$ cat src/rtl/core/acc32_pkg.sv
// ----------------------------------------------------------------------------
// acc32_pkg: shared definitions for the 8-bit accumulator computer
// Field widths, item codes and the instruction opcode set.
// ----------------------------------------------------------------------------
package acc32_pkg;

  localparam int MEM_WORDS = 32;
  localparam int ADDR_W    = 5;
  localparam int DATA_W    = 8;
  localparam int OP_W      = 2;

  // Item codes carried on the input channel. Code 3 has no meaning and
  // leaves the machine untouched.
  localparam logic [OP_W-1:0] OP_LOADMEM = 2'd0;
  localparam logic [OP_W-1:0] OP_RESTART = 2'd1;
  localparam logic [OP_W-1:0] OP_STEP    = 2'd2;

  // Instruction opcodes, taken from the top three bits of a memory word.
  typedef enum logic [2:0] {
    OPC_STORE  = 3'd0,
    OPC_LOAD   = 3'd1,
    OPC_BRZ    = 3'd2,
    OPC_NOP    = 3'd3,
    OPC_DEC    = 3'd4,
    OPC_INC    = 3'd5,
    OPC_JUMP   = 3'd6,
    OPC_HALT   = 3'd7
  } opcode_t;

endpackage

$ cat src/rtl/core/acc32_if.sv
// ----------------------------------------------------------------------------
// acc32 channel interfaces
// Valid/ready channels for input items and for machine state results.
// ----------------------------------------------------------------------------
interface acc32_in_if;
  import acc32_pkg::*;

  logic              valid;
  logic              ready;
  logic [OP_W-1:0]   op;
  logic [ADDR_W-1:0] addr;
  logic [DATA_W-1:0] data;

  modport source (output valid, output op, output addr, output data, input ready);
  modport sink   (input valid, input op, input addr, input data, output ready);
endinterface

interface acc32_out_if;
  import acc32_pkg::*;

  logic              valid;
  logic              ready;
  logic [DATA_W-1:0] acc_value;
  logic [ADDR_W-1:0] next_pc;
  logic              halted;

  modport source (output valid, output acc_value, output next_pc, output halted,
                  input ready);
  modport sink   (input valid, input acc_value, input next_pc, input halted,
                  output ready);
endinterface

$ cat src/rtl/core/acc32_ram.sv
// ----------------------------------------------------------------------------
// acc32_ram: generic single-write, single-read RAM
// One write port and one read port with registered read data.
// ----------------------------------------------------------------------------
module acc32_ram #(
  parameter int WIDTH = 8,
  parameter int DEPTH = 32
) (
  input  logic                     clk,
  input  logic                     we,
  input  logic [$clog2(DEPTH)-1:0] waddr,
  input  logic [WIDTH-1:0]         wdata,
  input  logic [$clog2(DEPTH)-1:0] raddr,
  output logic [WIDTH-1:0]         rdata
);

  logic [WIDTH-1:0] mem [DEPTH];

  always_ff @(posedge clk) begin
    if (we) begin
      mem[waddr] <= wdata;
    end
    rdata <= mem[raddr];
  end

endmodule

$ cat src/rtl/core/accumulator_cpu_32_byte_core.sv
// ----------------------------------------------------------------------------
// accumulator_cpu_32_byte_core: 8-bit accumulator computer, 32-byte memory
// A small sequencer runs one input beat at a time through a shared adder
// and a 32 x 8 RAM.
// ----------------------------------------------------------------------------
// Usage:
// Input beats arrive on in_if. A load beat writes data at addr, a restart
// beat clears the accumulator, program counter and halt flag, and a step
// beat executes the instruction at the program counter. Every input beat
// produces exactly one output beat on out_if carrying the accumulator,
// program counter and halt flag after that beat.
// Load, restart, unused codes and steps while halted go from idle straight
// to done; a step passes through fetch and execute, and a step that runs
// a memory load also through an operand state, since the operand needs a
// second RAM read. The RAM's single registered read port and the shared
// adder (program counter advance, then accumulator update) set this order.
// in_if.ready is high only while the sequencer is idle, so one beat is in
// flight at a time. The result sits in an output register; when the
// receiver stalls, a new beat may still be accepted and the sequencer
// holds its finished result until the output register frees up.
// Synchronous active-low reset clears the machine registers and the
// sequencer. Memory content is not reset; programs load it first.
// ----------------------------------------------------------------------------
module accumulator_cpu_32_byte_core (
  input  logic             clk,
  input  logic             rst_n,
  acc32_in_if.sink         in_if,
  acc32_out_if.source      out_if
);
  import acc32_pkg::*;

  typedef enum logic [4:0] {
    ST_IDLE  = 5'b00001,
    ST_FETCH = 5'b00010,
    ST_EXEC  = 5'b00100,
    ST_OPER  = 5'b01000,
    ST_DONE  = 5'b10000
  } state_t;

  state_t            state_r, state_nxt;
  logic [DATA_W-1:0] acc_r, acc_nxt;
  logic [ADDR_W-1:0] pc_r, pc_nxt;
  logic              halt_r, halt_nxt;
  logic [DATA_W-1:0] ir_r, ir_nxt;

  logic              out_valid_r, out_valid_nxt;
  logic [DATA_W-1:0] out_acc_r, out_acc_nxt;
  logic [ADDR_W-1:0] out_pc_r, out_pc_nxt;
  logic              out_halt_r, out_halt_nxt;

  // RAM ports.
  logic              ram_we;
  logic [ADDR_W-1:0] ram_waddr;
  logic [DATA_W-1:0] ram_wdata;
  logic [ADDR_W-1:0] ram_raddr;
  logic [DATA_W-1:0] ram_rdata;

  // Shared incrementer/decrementer.
  logic [DATA_W-1:0] add_a, add_b, add_sum;

  logic              in_fire;
  logic              out_free;
  opcode_t           ir_opc;
  logic [ADDR_W-1:0] ir_addr;

  assign in_fire  = in_if.valid && in_if.ready;
  assign out_free = !out_valid_r || out_if.ready;
  assign ir_opc   = opcode_t'(ir_r[DATA_W-1:ADDR_W]);
  assign ir_addr  = ir_r[ADDR_W-1:0];

  assign in_if.ready      = (state_r == ST_IDLE);
  assign out_if.valid     = out_valid_r;
  assign out_if.acc_value = out_acc_r;
  assign out_if.next_pc   = out_pc_r;
  assign out_if.halted    = out_halt_r;

  acc32_ram #(
    .WIDTH (DATA_W),
    .DEPTH (MEM_WORDS)
  ) u_ram (
    .clk   (clk),
    .we    (ram_we),
    .waddr (ram_waddr),
    .wdata (ram_wdata),
    .raddr (ram_raddr),
    .rdata (ram_rdata)
  );

  // The adder advances the program counter during fetch and moves the
  // accumulator by one during execute.
  always_comb begin
    if (state_r == ST_FETCH) begin
      add_a = {{(DATA_W-ADDR_W){1'b0}}, pc_r};
      add_b = {{(DATA_W-1){1'b0}}, 1'b1};
    end else begin
      add_a = acc_r;
      add_b = (ir_opc == OPC_DEC) ? {DATA_W{1'b1}} : {{(DATA_W-1){1'b0}}, 1'b1};
    end
    add_sum = add_a + add_b;
  end

  always_comb begin
    state_nxt     = state_r;
    acc_nxt       = acc_r;
    pc_nxt        = pc_r;
    halt_nxt      = halt_r;
    ir_nxt        = ir_r;
    out_valid_nxt = out_valid_r;
    out_acc_nxt   = out_acc_r;
    out_pc_nxt    = out_pc_r;
    out_halt_nxt  = out_halt_r;
    ram_we        = 1'b0;
    ram_waddr     = in_if.addr;
    ram_wdata     = in_if.data;
    ram_raddr     = pc_r;

    if (out_valid_r && out_if.ready) begin
      out_valid_nxt = 1'b0;
    end

    case (state_r)
      ST_IDLE: begin
        // The read at pc is issued here so the word is ready in fetch.
        if (in_fire) begin
          state_nxt = ST_DONE;
          case (in_if.op)
            OP_LOADMEM: begin
              ram_we = 1'b1;
            end
            OP_RESTART: begin
              acc_nxt  = '0;
              pc_nxt   = '0;
              halt_nxt = 1'b0;
            end
            OP_STEP: begin
              if (!halt_r) begin
                state_nxt = ST_FETCH;
              end
            end
            default: begin
            end
          endcase
        end
      end
      ST_FETCH: begin
        ir_nxt    = ram_rdata;
        pc_nxt    = add_sum[ADDR_W-1:0];
        state_nxt = ST_EXEC;
      end
      ST_EXEC: begin
        state_nxt = ST_DONE;
        ram_raddr = ir_addr;
        ram_waddr = ir_addr;
        ram_wdata = acc_r;
        case (ir_opc)
          OPC_STORE: ram_we = 1'b1;
          OPC_LOAD:  state_nxt = ST_OPER;
          OPC_BRZ: begin
            if (acc_r == '0) begin
              pc_nxt = ir_addr;
            end
          end
          OPC_NOP:   ;
          OPC_DEC:   acc_nxt = add_sum;
          OPC_INC:   acc_nxt = add_sum;
          OPC_JUMP:  pc_nxt = ir_addr;
          OPC_HALT:  halt_nxt = 1'b1;
          default:   ;
        endcase
      end
      ST_OPER: begin
        acc_nxt   = ram_rdata;
        state_nxt = ST_DONE;
      end
      ST_DONE: begin
        // Wait for the output register to drain before reporting.
        if (out_free) begin
          out_valid_nxt = 1'b1;
          out_acc_nxt   = acc_r;
          out_pc_nxt    = pc_r;
          out_halt_nxt  = halt_r;
          state_nxt     = ST_IDLE;
        end
      end
      default: begin
        state_nxt = ST_IDLE;
      end
    endcase
  end

  always_ff @(posedge clk) begin
    if (!rst_n) begin
      state_r     <= ST_IDLE;
      acc_r       <= '0;
      pc_r        <= '0;
      halt_r      <= 1'b0;
      out_valid_r <= 1'b0;
    end else begin
      state_r     <= state_nxt;
      acc_r       <= acc_nxt;
      pc_r        <= pc_nxt;
      halt_r      <= halt_nxt;
      out_valid_r <= out_valid_nxt;
    end
  end

  always_ff @(posedge clk) begin
    ir_r       <= ir_nxt;
    out_acc_r  <= out_acc_nxt;
    out_pc_r   <= out_pc_nxt;
    out_halt_r <= out_halt_nxt;
  end

endmodule
$ cat src/flat_wrapper.sv
// flat-port wrapper written by rule: the top's interface ports become plain ports
module accumulator_cpu_32_byte_core_flat import acc32_pkg::*;
  (clk, rst_n, in_if_valid, in_if_op, in_if_addr, in_if_data, in_if_ready, out_if_valid, out_if_acc_value, out_if_next_pc, out_if_halted, out_if_ready);
  acc32_in_if in_if_i ();
  acc32_out_if out_if_i ();
  input  logic clk;
  input  logic rst_n;
  input wire logic [$bits(in_if_i.valid)-1:0] in_if_valid;
  input wire logic [$bits(in_if_i.op)-1:0] in_if_op;
  input wire logic [$bits(in_if_i.addr)-1:0] in_if_addr;
  input wire logic [$bits(in_if_i.data)-1:0] in_if_data;
  output wire logic [$bits(in_if_i.ready)-1:0] in_if_ready;
  output wire logic [$bits(out_if_i.valid)-1:0] out_if_valid;
  output wire logic [$bits(out_if_i.acc_value)-1:0] out_if_acc_value;
  output wire logic [$bits(out_if_i.next_pc)-1:0] out_if_next_pc;
  output wire logic [$bits(out_if_i.halted)-1:0] out_if_halted;
  input wire logic [$bits(out_if_i.ready)-1:0] out_if_ready;
  assign in_if_i.valid = in_if_valid;
  assign in_if_i.op = in_if_op;
  assign in_if_i.addr = in_if_addr;
  assign in_if_i.data = in_if_data;
  assign in_if_ready = in_if_i.ready;
  assign out_if_valid = out_if_i.valid;
  assign out_if_acc_value = out_if_i.acc_value;
  assign out_if_next_pc = out_if_i.next_pc;
  assign out_if_halted = out_if_i.halted;
  assign out_if_i.ready = out_if_ready;
  accumulator_cpu_32_byte_core u_core (.clk(clk), .rst_n(rst_n), .in_if(in_if_i), .out_if(out_if_i));
endmodule
$ cat config.mk
export PLATFORM = sky130hd
export DESIGN_NAME = accumulator_cpu_32_byte_core_flat
export DESIGN_NICKNAME = d
export VERILOG_FILES = /design/src/rtl/core/acc32_pkg.sv /design/src/rtl/core/acc32_if.sv /design/src/rtl/core/acc32_ram.sv /design/src/rtl/core/accumulator_cpu_32_byte_core.sv /design/src/flat_wrapper.sv
export SDC_FILE = /design/constraint.sdc
export NUM_CORES = 1
export LEC_CHECK = 0
export ABC_CLOCK_PERIOD_IN_PS = 5660
export BUFFER_PORTS_ARGS = -buffer_cell sky130_fd_sc_hd__buf_2
export CORE_ASPECT_RATIO = 1.2
export CORE_MARGIN = 3
export CORE_UTILIZATION = 50
export CTS_BUF_LIST = sky130_fd_sc_hd__clkbuf_8 sky130_fd_sc_hd__clkbuf_16
export CTS_CLUSTER_SIZE = 16
export DETAILED_ROUTE_END_ITERATION = 10
export PLACE_DENSITY = 0.74
export SLEW_MARGIN = 0
export SYNTH_ARGS = -nofsm -noshare
export SYNTH_HDL_FRONTEND = slang
export SYNTH_SLANG_ARGS = --single-unit
$ cat constraint.sdc
create_clock -name clk -period 5.66 [get_ports clk]
set_input_delay 0.849 -clock clk [delete_from_list [all_inputs] [get_ports clk]]
set_output_delay 0.849 -clock clk [all_outputs]
set_load 0.02 [all_outputs]
==> flow_metrics.py, run 1 <==
metrics = {
    "logic_synthesis": {
        "synth-seq-cells": 306,
        "netlist_area_um2": 12520,
        "syn_nets": 888,
        "syn_inst": 862,
        "avgSynthCellArea_um2": 14.53,
        "synthXorXnorAreaFrac_pct": 0.2797,
        "yosys.area_share.simple_pct": 12.24,
        "synth-compound-area-share_pct": 6.064,
        "ys_types": 55,
        "async_flop_share_pct": 0,
        "synth.mux.area_fraction_pct": 7.882,
        "ys_seq_area_share_pct": 71.13,
        "yosys_warnings": 0,
        "synth_top_family_by_area": "simple AND/OR/NAND/NOR gates",
        "synthAdderAreaFrac_pct": 0.7592,
        "synth_flop_cell": "edfxtp_1",
        "synth_edf_count": 278,
    },
    "sta": {
        "final.setup_skew_ns": 0.01201,
        "tightest_slew_ns": 1.249,
        "final.setup.tns_ns": 0,
        "report.final.slew_viol_count": 0,
        "slew_headroom_pct": 16.51,
        "hold_ws_ns": 0.4575,
        "rsz0062_at_grt": "false",
        "fmax_ghz": 0.2801,
        "finalCritPeriodShare_pct": 63.08,
        "setup_viol": 0,
        "finalHoldViolations": 0,
        "final.min_clock_period_ns": 3.571,
    },
    "worst_hold_path": {
        "hold_class": "reg2reg",
        "hp-start": "u_core.u_ram.rdata[3]",
    },
    "detailed_routing": {
        "vias_per_cell": 6.077,
        "wl_per_cell_um": 23.46,
        "drt_iter0_markers": 736,
        "vias": 7584,
        "dr.pass1.iters": 5,
        "drcViolationCount": 0,
        "ant_nets": 0,
        "drt-total-wl_um": 29280,
    },
    "clock_tree": {
        "cts-buffers-inserted": 30,
        "hold_buffers": 0,
        "clk_latency_ns": 0.55,
        "cts-root-buf": "clkbuf_16",
        "h-tree-depth": 1,
        "path_clk_slew_ns": 0.07,
        "clockBufferDepth": 3,
        "cts_tree": "yes",
        "ctsResizeCount": 0,
        "cts.sinks": 306,
        "cts_setup_buffers": 0,
    },
    "pwr": {
        "p_leak_uw": 0.004707,
        "swShare_pct": 21.56,
        "comb_power_share_pct": 5.5,
        "p_int_uw": 3827,
        "pwr-share-clk_pct": 42.2,
        "power.density_nw_per_um2": 346.9,
        "p_sw_uw": 1052,
        "p_seq_share_pct": 52.3,
        "peakVddDrop_v": 0.0002799,
    },
    "floorplanning": {
        "ios": 35,
        "die_area_um2": 26990,
        "core_area_um2": 24280,
        "fp.dieW_um": 150.5,
        "dieHeight_um": 179.4,
        "initial_core_util_pct": 51.58,
        "rows": 62,
    },
    "worst_setup_path": {
        "end_kind": "flip-flop",
        "rr_startpoint": "u_core.state_r[0]",
        "cp-startpoint": "u_core.state_r[0]",
        "criticalPathCategory": "reg2reg",
        "worst_ep_arrival_time_ns": 3.98,
        "crit_required_ns": 6.07,
        "cp-start-kind": "flip-flop",
        "cp_max_fo": 37,
    },
    "global_routing": {
        "antenna_found_initial": 0,
        "grt_pass1_vias": 7466,
        "grt_pass1_wl_um": 44660,
        "grt.total_usage_pct": 21.99,
        "grt_max_degree": 52,
        "grt-ovfl-total": 0,
    },
    "final_layout": {
        "antenna_cells": 0,
        "finalNetCount": 930,
        "drive_gt1_share_pct": 16.06,
        "area_growth_pct": 12.31,
    },
    "outcome": {
        "status": "finished, final reports clean",
    },
    "place": {
        "globalplace.congestion": 0.9342,
        "hpwl_um": 18500,
        "port_buffers": 34,
    },
    "job": {
        "maxCapViolations": 0,
    },
}
-- synthesized netlist by cell type (4+ instances only) --
| master | n | area (um^2) |
|---|---|---|
| nor2b_1 | 9 | 56.30 |
| and2_1 | 6 | 37.54 |
| o211ai_1 | 19 | 142.6 |
| buf_2 | 9 | 45.04 |
| mux4_2 | 32 | 720.7 |
| nand3b_1 | 11 | 82.58 |
| o22ai_1 | 9 | 56.30 |
| o31ai_1 | 4 | 30.03 |
| o21ai_1 | 4 | 20.02 |
| nand2_1 | 135 | 506.7 |
| a31oi_1 | 5 | 31.28 |
| buf_4 | 6 | 45.04 |
| nor3_1 | 9 | 45.04 |
| mux2i_1 | 5 | 50.05 |
| mux2_2 | 18 | 202.7 |
| dfxtp_1 | 28 | 560.5 |
| ha_1 | 6 | 75.07 |
| edfxtp_1 | 278 | 8348 |
| clkbuf_1 | 19 | 71.32 |
| nor2_1 | 92 | 345.3 |
| a21oi_1 | 6 | 30.03 |
| o21a_1 | 4 | 30.03 |
| o21ai_0 | 27 | 135.1 |
| a221oi_1 | 8 | 70.07 |
| nor3b_1 | 5 | 37.54 |
| nand3_1 | 39 | 195.2 |
| nand4b_1 | 10 | 87.58 |
| o211a_1 | 5 | 50.05 |
| a22o_1 | 8 | 70.07 |
| inv_1 | 5 | 18.77 |
-- per-stage QoR --
stage	power [uW]	worst slack, ns	cell area [um^2]	instances	util (%)
floorplan	2755	3.006	12520	862	-
global placement	2854	2.152	13030	1192	53.64
detailed placement	2860	2.110	13030	1192	53.64
CTS	4893	2.078	14070	1248	57.93
global route	5016	1.875	14070	1248	57.93
finish	4879	2.089	14070	1248	57.93
-- worst max-delay path: stages (launching register included) --
cell      delay [ns]
dfxtp_1         0.37
nor3_4          0.25
and3b_1         0.29
buf_4           0.39
mux2_2          0.81
mux4_2          0.42
a22o_1          0.27
a221oi_1        0.44
o211ai_1        0.16
-- sequential cells by signal, summed over array words and instances (netlist names) --
name                     cells
u_core.u_ram.rdata           8
u_core.halt_r                1
u_core.pc_r                  5
u_core.acc_r                 8
u_core.out_if.acc_value      8
u_core.out_if.halted         1
u_core.ir_r                  8
u_core.state_r               5
u_core.out_if.valid          1
u_core.out_if.next_pc        5
u_core.u_ram.mem           256
-- cell families after synthesis --
| group | Yosys count |
|---|---|
| mux | 56 |
| simple gates | 335 |
| xor+xnor | 4 |
| flops | 306 |
| buf+inv | 44 |
| fa+ha+maj | 7 |
| compound gates | 110 |
-- layout by cell type, fill, tap and decap left out, types with 4 or more instances in the layout --
| cell | netlist | final |
|---|---|---|
| edfxtp_1 | 278 | 278 |
| nand2_1 | 135 | 135 |
| nor2_1 | 92 | 92 |
| nand3_1 | 39 | 39 |
| buf_2 | 9 | 34 |
| mux4_2 | 32 | 32 |
| clkbuf_16 | 0 | 31 |
| dfxtp_1 | 28 | 28 |
| o21ai_0 | 27 | 27 |
| o211ai_1 | 19 | 19 |
| mux2_2 | 18 | 18 |
| buf_4 | 6 | 14 |
| nand3b_1 | 11 | 11 |
| inv_1 | 5 | 10 |
| nand4b_1 | 10 | 10 |
| nor2b_1 | 9 | 9 |
| nor3_1 | 9 | 9 |
| o22ai_1 | 9 | 9 |
| a22o_1 | 8 | 8 |
| a221oi_1 | 8 | 8 |
| and2_1 | 6 | 6 |
| a21oi_1 | 6 | 6 |
| ha_1 | 6 | 6 |
| mux2i_1 | 5 | 5 |
| a31oi_1 | 5 | 5 |
| nor3b_1 | 5 | 5 |
| o211a_1 | 5 | 5 |
| clkinv_1 | 1 | 4 |
| o31ai_1 | 4 | 4 |
| o21ai_1 | 4 | 4 |
| o21a_1 | 4 | 4 |
| clkbuf_8 | 0 | 4 |
| clkinv_2 | 0 | 4 |
| bufinv_16 | 0 | 4 |
-- layer usage --
layer / up-vias / routed length (um) / global-route usage [%]
met2: 353 / 14470 / 36.54
met5: - / 0 / 0
li1: 3374 / - / -
met4: 0 / 1344 / 9.535
met1: 3770 / 11360 / 29.27
met3: 87 / 2102 / 3.069
-- area by class of cell --
cell class	count	area, um^2
fill	1829	10210
sequential	306	8909
multi-input combinational	512	3418
clock buffer	35	830.8
tap	320	400.4
timing repair buffer	48	275.3
clock inverter	21	210.2
inverter	6	22.52
-- path summary, 6_finish.rpt --
path	to	slack (ns)	cells past startpoint
max	u_core.u_ram.rdata[6]	2.09	8
min	u_core.ir_r[3]	0.46	0
max reg2reg	u_core.u_ram.rdata[6]	2.09	8
min reg2reg	u_core.ir_r[3]	0.46	0
-- power by group through the flow --
stage | logic (uW) | clock network [uW] | registers (uW)
after floorplan | 173 | 0 | 2580
after global placement | 258 | 0 | 2600
after detailed placement | 263 | 0 | 2600
after CTS | 265 | 2080 | 2550
after global routing | 295 | 2170 | 2550
final | 268 | 2060 | 2550
Note: power is estimated with default switching activity, not from simulation.
==> inputs of run 2 (changes only) <==
ABC_AREA = 1   (was not set)
ABC_CLOCK_PERIOD_IN_PS = 3200   (was 5660)
PLACE_DENSITY = 0.77   (was 0.74)
clock period = 3.2 ns   (was 5.66 ns; I/O delays follow)
==> run 2 against run 1 <==
Effect of this change: final cell count grew 49%; largest cell class unchanged; hold slack lost 0.23 ns; highest routed layer unchanged; die area grew 10%; area after synthesis grew 10%; total power grew 100%.
==> flow_metrics.py, run 2 <==
metrics = {
    "logic_synthesis": {
        "netlist_area_um2": 13840,
        "ys_types": 36,
        "synth-compound-area-share_pct": 2.550,
        "synthAdderAreaFrac_pct": 0.6872,
        "synth_top_area_share_pct": 60.33,
        "syn_inst": 1425,
        "yosys.area_share.simple_pct": 22.08,
        "yosysTopAreaCell": "edfxtp_1",
        "avgSynthCellArea_um2": 9.711,
        "synth-seq-cells": 306,
        "synth.mux.area_fraction_pct": 0,
        "synth_top_family_by_area": "simple AND/OR/NAND/NOR gates",
        "synth.area.top_cells": "edfxtp_1 60%, nand3_1 9.6%, nand2_1 9.2%",
        "ys_seq_area_share_pct": 64.38,
        "yosys_warnings": 0,
        "synth_edf_count": 278,
        "synthXorXnorAreaFrac_pct": 0.1899,
        "synth_most_common_cell": "nand2_1",
        "synthTopCellsByCount": "339 x nand2_1, 291 x inv_1, 278 x edfxtp_1, 266 x nand3_1, 63 x nor2_1",
        "syn_nets": 1451,
        "synth_flop_cell": "edfxtp_1",
        "async_flop_share_pct": 0,
    },
    "floorplanning": {
        "die_area_um2": 29720,
        "ios": 35,
        "dieHeight_um": 188.2,
        "rows": 66,
        "initial_core_util_pct": 50.93,
        "core_area_um2": 27170,
        "fp.dieW_um": 157.9,
    },
    "clock_tree": {
        "cts.sinks": 306,
        "cts-buffers-inserted": 29,
        "clockBufferDepth": 3,
        "h-tree-depth": 1,
        "cts-root-buf": "clkbuf_16",
        "ctsResizeCount": 0,
        "cts_setup_buffers": 0,
        "clk_latency_ns": 0.56,
        "hold_buffers": 0,
        "path_clk_slew_ns": 0.07,
        "cts_tree": "yes",
    },
    "worst_setup_path": {
        "cp_common_cell": "nand2_1",
        "cp_slowest_cell": "inv_2",
        "worst_ep_arrival_time_ns": 3.27,
        "end_kind": "flip-flop",
        "cp-start-kind": "flip-flop",
        "cp_max_fo": 32,
        "path_cells": "inv_1 -> nor2_2 -> nand3_4 -> inv_2 -> buf_4 -> nand2_1 -> o21ai_2 -> inv_2 -> nand3_1 -> nand3_1 -> nand2_1 -> nand2_1 -> nand2_1",
        "crit_required_ns": 3.70,
        "criticalPathCategory": "reg2reg",
        "critPathMaxStageDelay_ns": 0.45,
    },
    "global_routing": {
        "grt_max_degree": 97,
        "grt_pass1_vias": 9757,
        "antenna_found_initial": 0,
        "grt.total_usage_pct": 22.72,
        "grt-ovfl-total": 0,
        "grt_pass1_wl_um": 52250,
    },
    "final_layout": {
        "design_area_um2": 15650,
        "final_core_util_pct": 57.60,
        "layout_commonest_cell": "nand2_1",
        "antenna_cells": 0,
        "final_cell_mix": "337 x nand2_1, 294 x inv_1, 278 x edfxtp_1, 266 x nand3_1, 63 x nor2_1",
        "regMostFlops": "u_core.u_ram.mem",
        "drive_gt1_share_pct": 11.07,
        "finalNetCount": 1521,
        "largest_reg_flops": 256,
        "area_growth_pct": 13.09,
    },
    "pwr": {
        "p_int_uw": 7039,
        "finalPower_uw": 9958,
        "comb_power_share_pct": 19.0,
        "swShare_pct": 29.31,
        "p_sw_uw": 2919,
        "p_seq_share_pct": 46.0,
        "pwr-share-clk_pct": 35.0,
        "power.density_nw_per_um2": 636.3,
        "p_leak_uw": 0.006834,
        "peakVddDrop_v": 0.0003395,
    },
    "detailed_routing": {
        "vias_per_cell": 5.357,
        "drt-total-wl_um": 33450,
        "vias": 9948,
        "dr.pass1.iters": 6,
        "drt_iter0_markers": 1240,
        "ant_nets": 0,
        "wl_per_cell_um": 18.01,
        "drcViolationCount": 0,
    },
    "sta": {
        "finalCritPeriodShare_pct": 86.41,
        "finalHoldViolations": 0,
        "slew_headroom_pct": 54.05,
        "final.setup_skew_ns": 0.02762,
        "final.setup.tns_ns": 0,
        "rsz0062_at_grt": "false",
        "setup_viol": 0,
        "final.min_clock_period_ns": 2.765,
        "tightest_slew_ns": 0.6882,
        "report.final.slew_viol_count": 0,
        "fmax_ghz": 0.3616,
    },
    "place": {
        "placed_area_um2": 14670,
        "hpwl_um": 21280,
        "globalplace.congestion": 0.9603,
        "port_buffers": 34,
    },
    "worst_hold_path": {
        "hold_class": "in2reg",
    },
    "outcome": {
        "status": "finished, final reports clean",
    },
    "job": {
        "maxCapViolations": 0,
    },
}
==> run 2: power by group through the flow <==
stage | combinational [uW] | sequential [uW] | clock, uW
4_1_cts | 1860 | 4580 | 3510
3_3_place_gp | 1810 | 4660 | 0
5_1_grt | 2080 | 4590 | 3680
2_1_floorplan | 1280 | 4650 | 0
6_report | 1890 | 4590 | 3480
3_5_place_dp | 1850 | 4670 | 0
==> run 2: stage by stage <==
step / std cells / hold WS [ns] / setup slack (ns)
finish: 1857 / 0.2308 / 0.4348
global route: 1857 / 0.2480 / 0.2647
CTS: 1857 / 0.2129 / 0.4408
detailed placement: 1804 / 0.4157 / 0.5301
global placement: 1804 / 0.4145 / 0.5736
floorplan: 1425 / 0.4082 / 0.3845
==> run 2: worst paths after layout <==
path,to,depth (start not counted),slack [ns],start
setup reg to reg,u_core.u_ram.rdata[4],13,0.43,u_core.state_r[2]
setup / recovery,u_core.u_ram.rdata[4],13,0.43,u_core.state_r[2]
hold reg to reg,u_core.out_if.next_pc[4],0,0.44,u_core.pc_r[4]
hold / removal,u_core.out_if.valid,4,0.23,out_if_ready
==> run 2: kinds of logic (layout without fill, tap and decap cells) <==
group | after synthesis | count (layout)
xor gates and xnor gates | 3 | 3
and+or+nand+nor | 697 | 697
DFF | 306 | 306
buffers and inverters | 351 | 443
adders and majority gates | 7 | 7
AOI/OAI and AO/OA | 61 | 61
==> run 2: per-layer routing <==
metal	up-vias	track usage [%]	part of all wire, %
met5	-	0	0
met4	0	9.649	4.4
met3	101	2.688	7.6
met2	465	38.94	50
met1	4623	29.13	38
li1	4759	-	-
==> run 2: worst max-delay path: cells and delay by family (launching register included) <==
family          cells  cell delay (ns)
simple gates        8             1.24
flops               1             0.33
buf+inv             4             0.91
compound gates      1             0.25
==> run 2: final cells by class <==
| cell class | count | area (um^2) |
|---|---|---|
| multi-input cells | 768 | 3555 |
| well taps | 340 | 425.4 |
| inverters | 295 | 1107 |
| clock buffers | 29 | 725.7 |
| fillers | 2174 | 11520 |
| clock inverters | 24 | 250.2 |
| flip-flops and latches | 306 | 8909 |
| repair buffers | 95 | 678.2 |
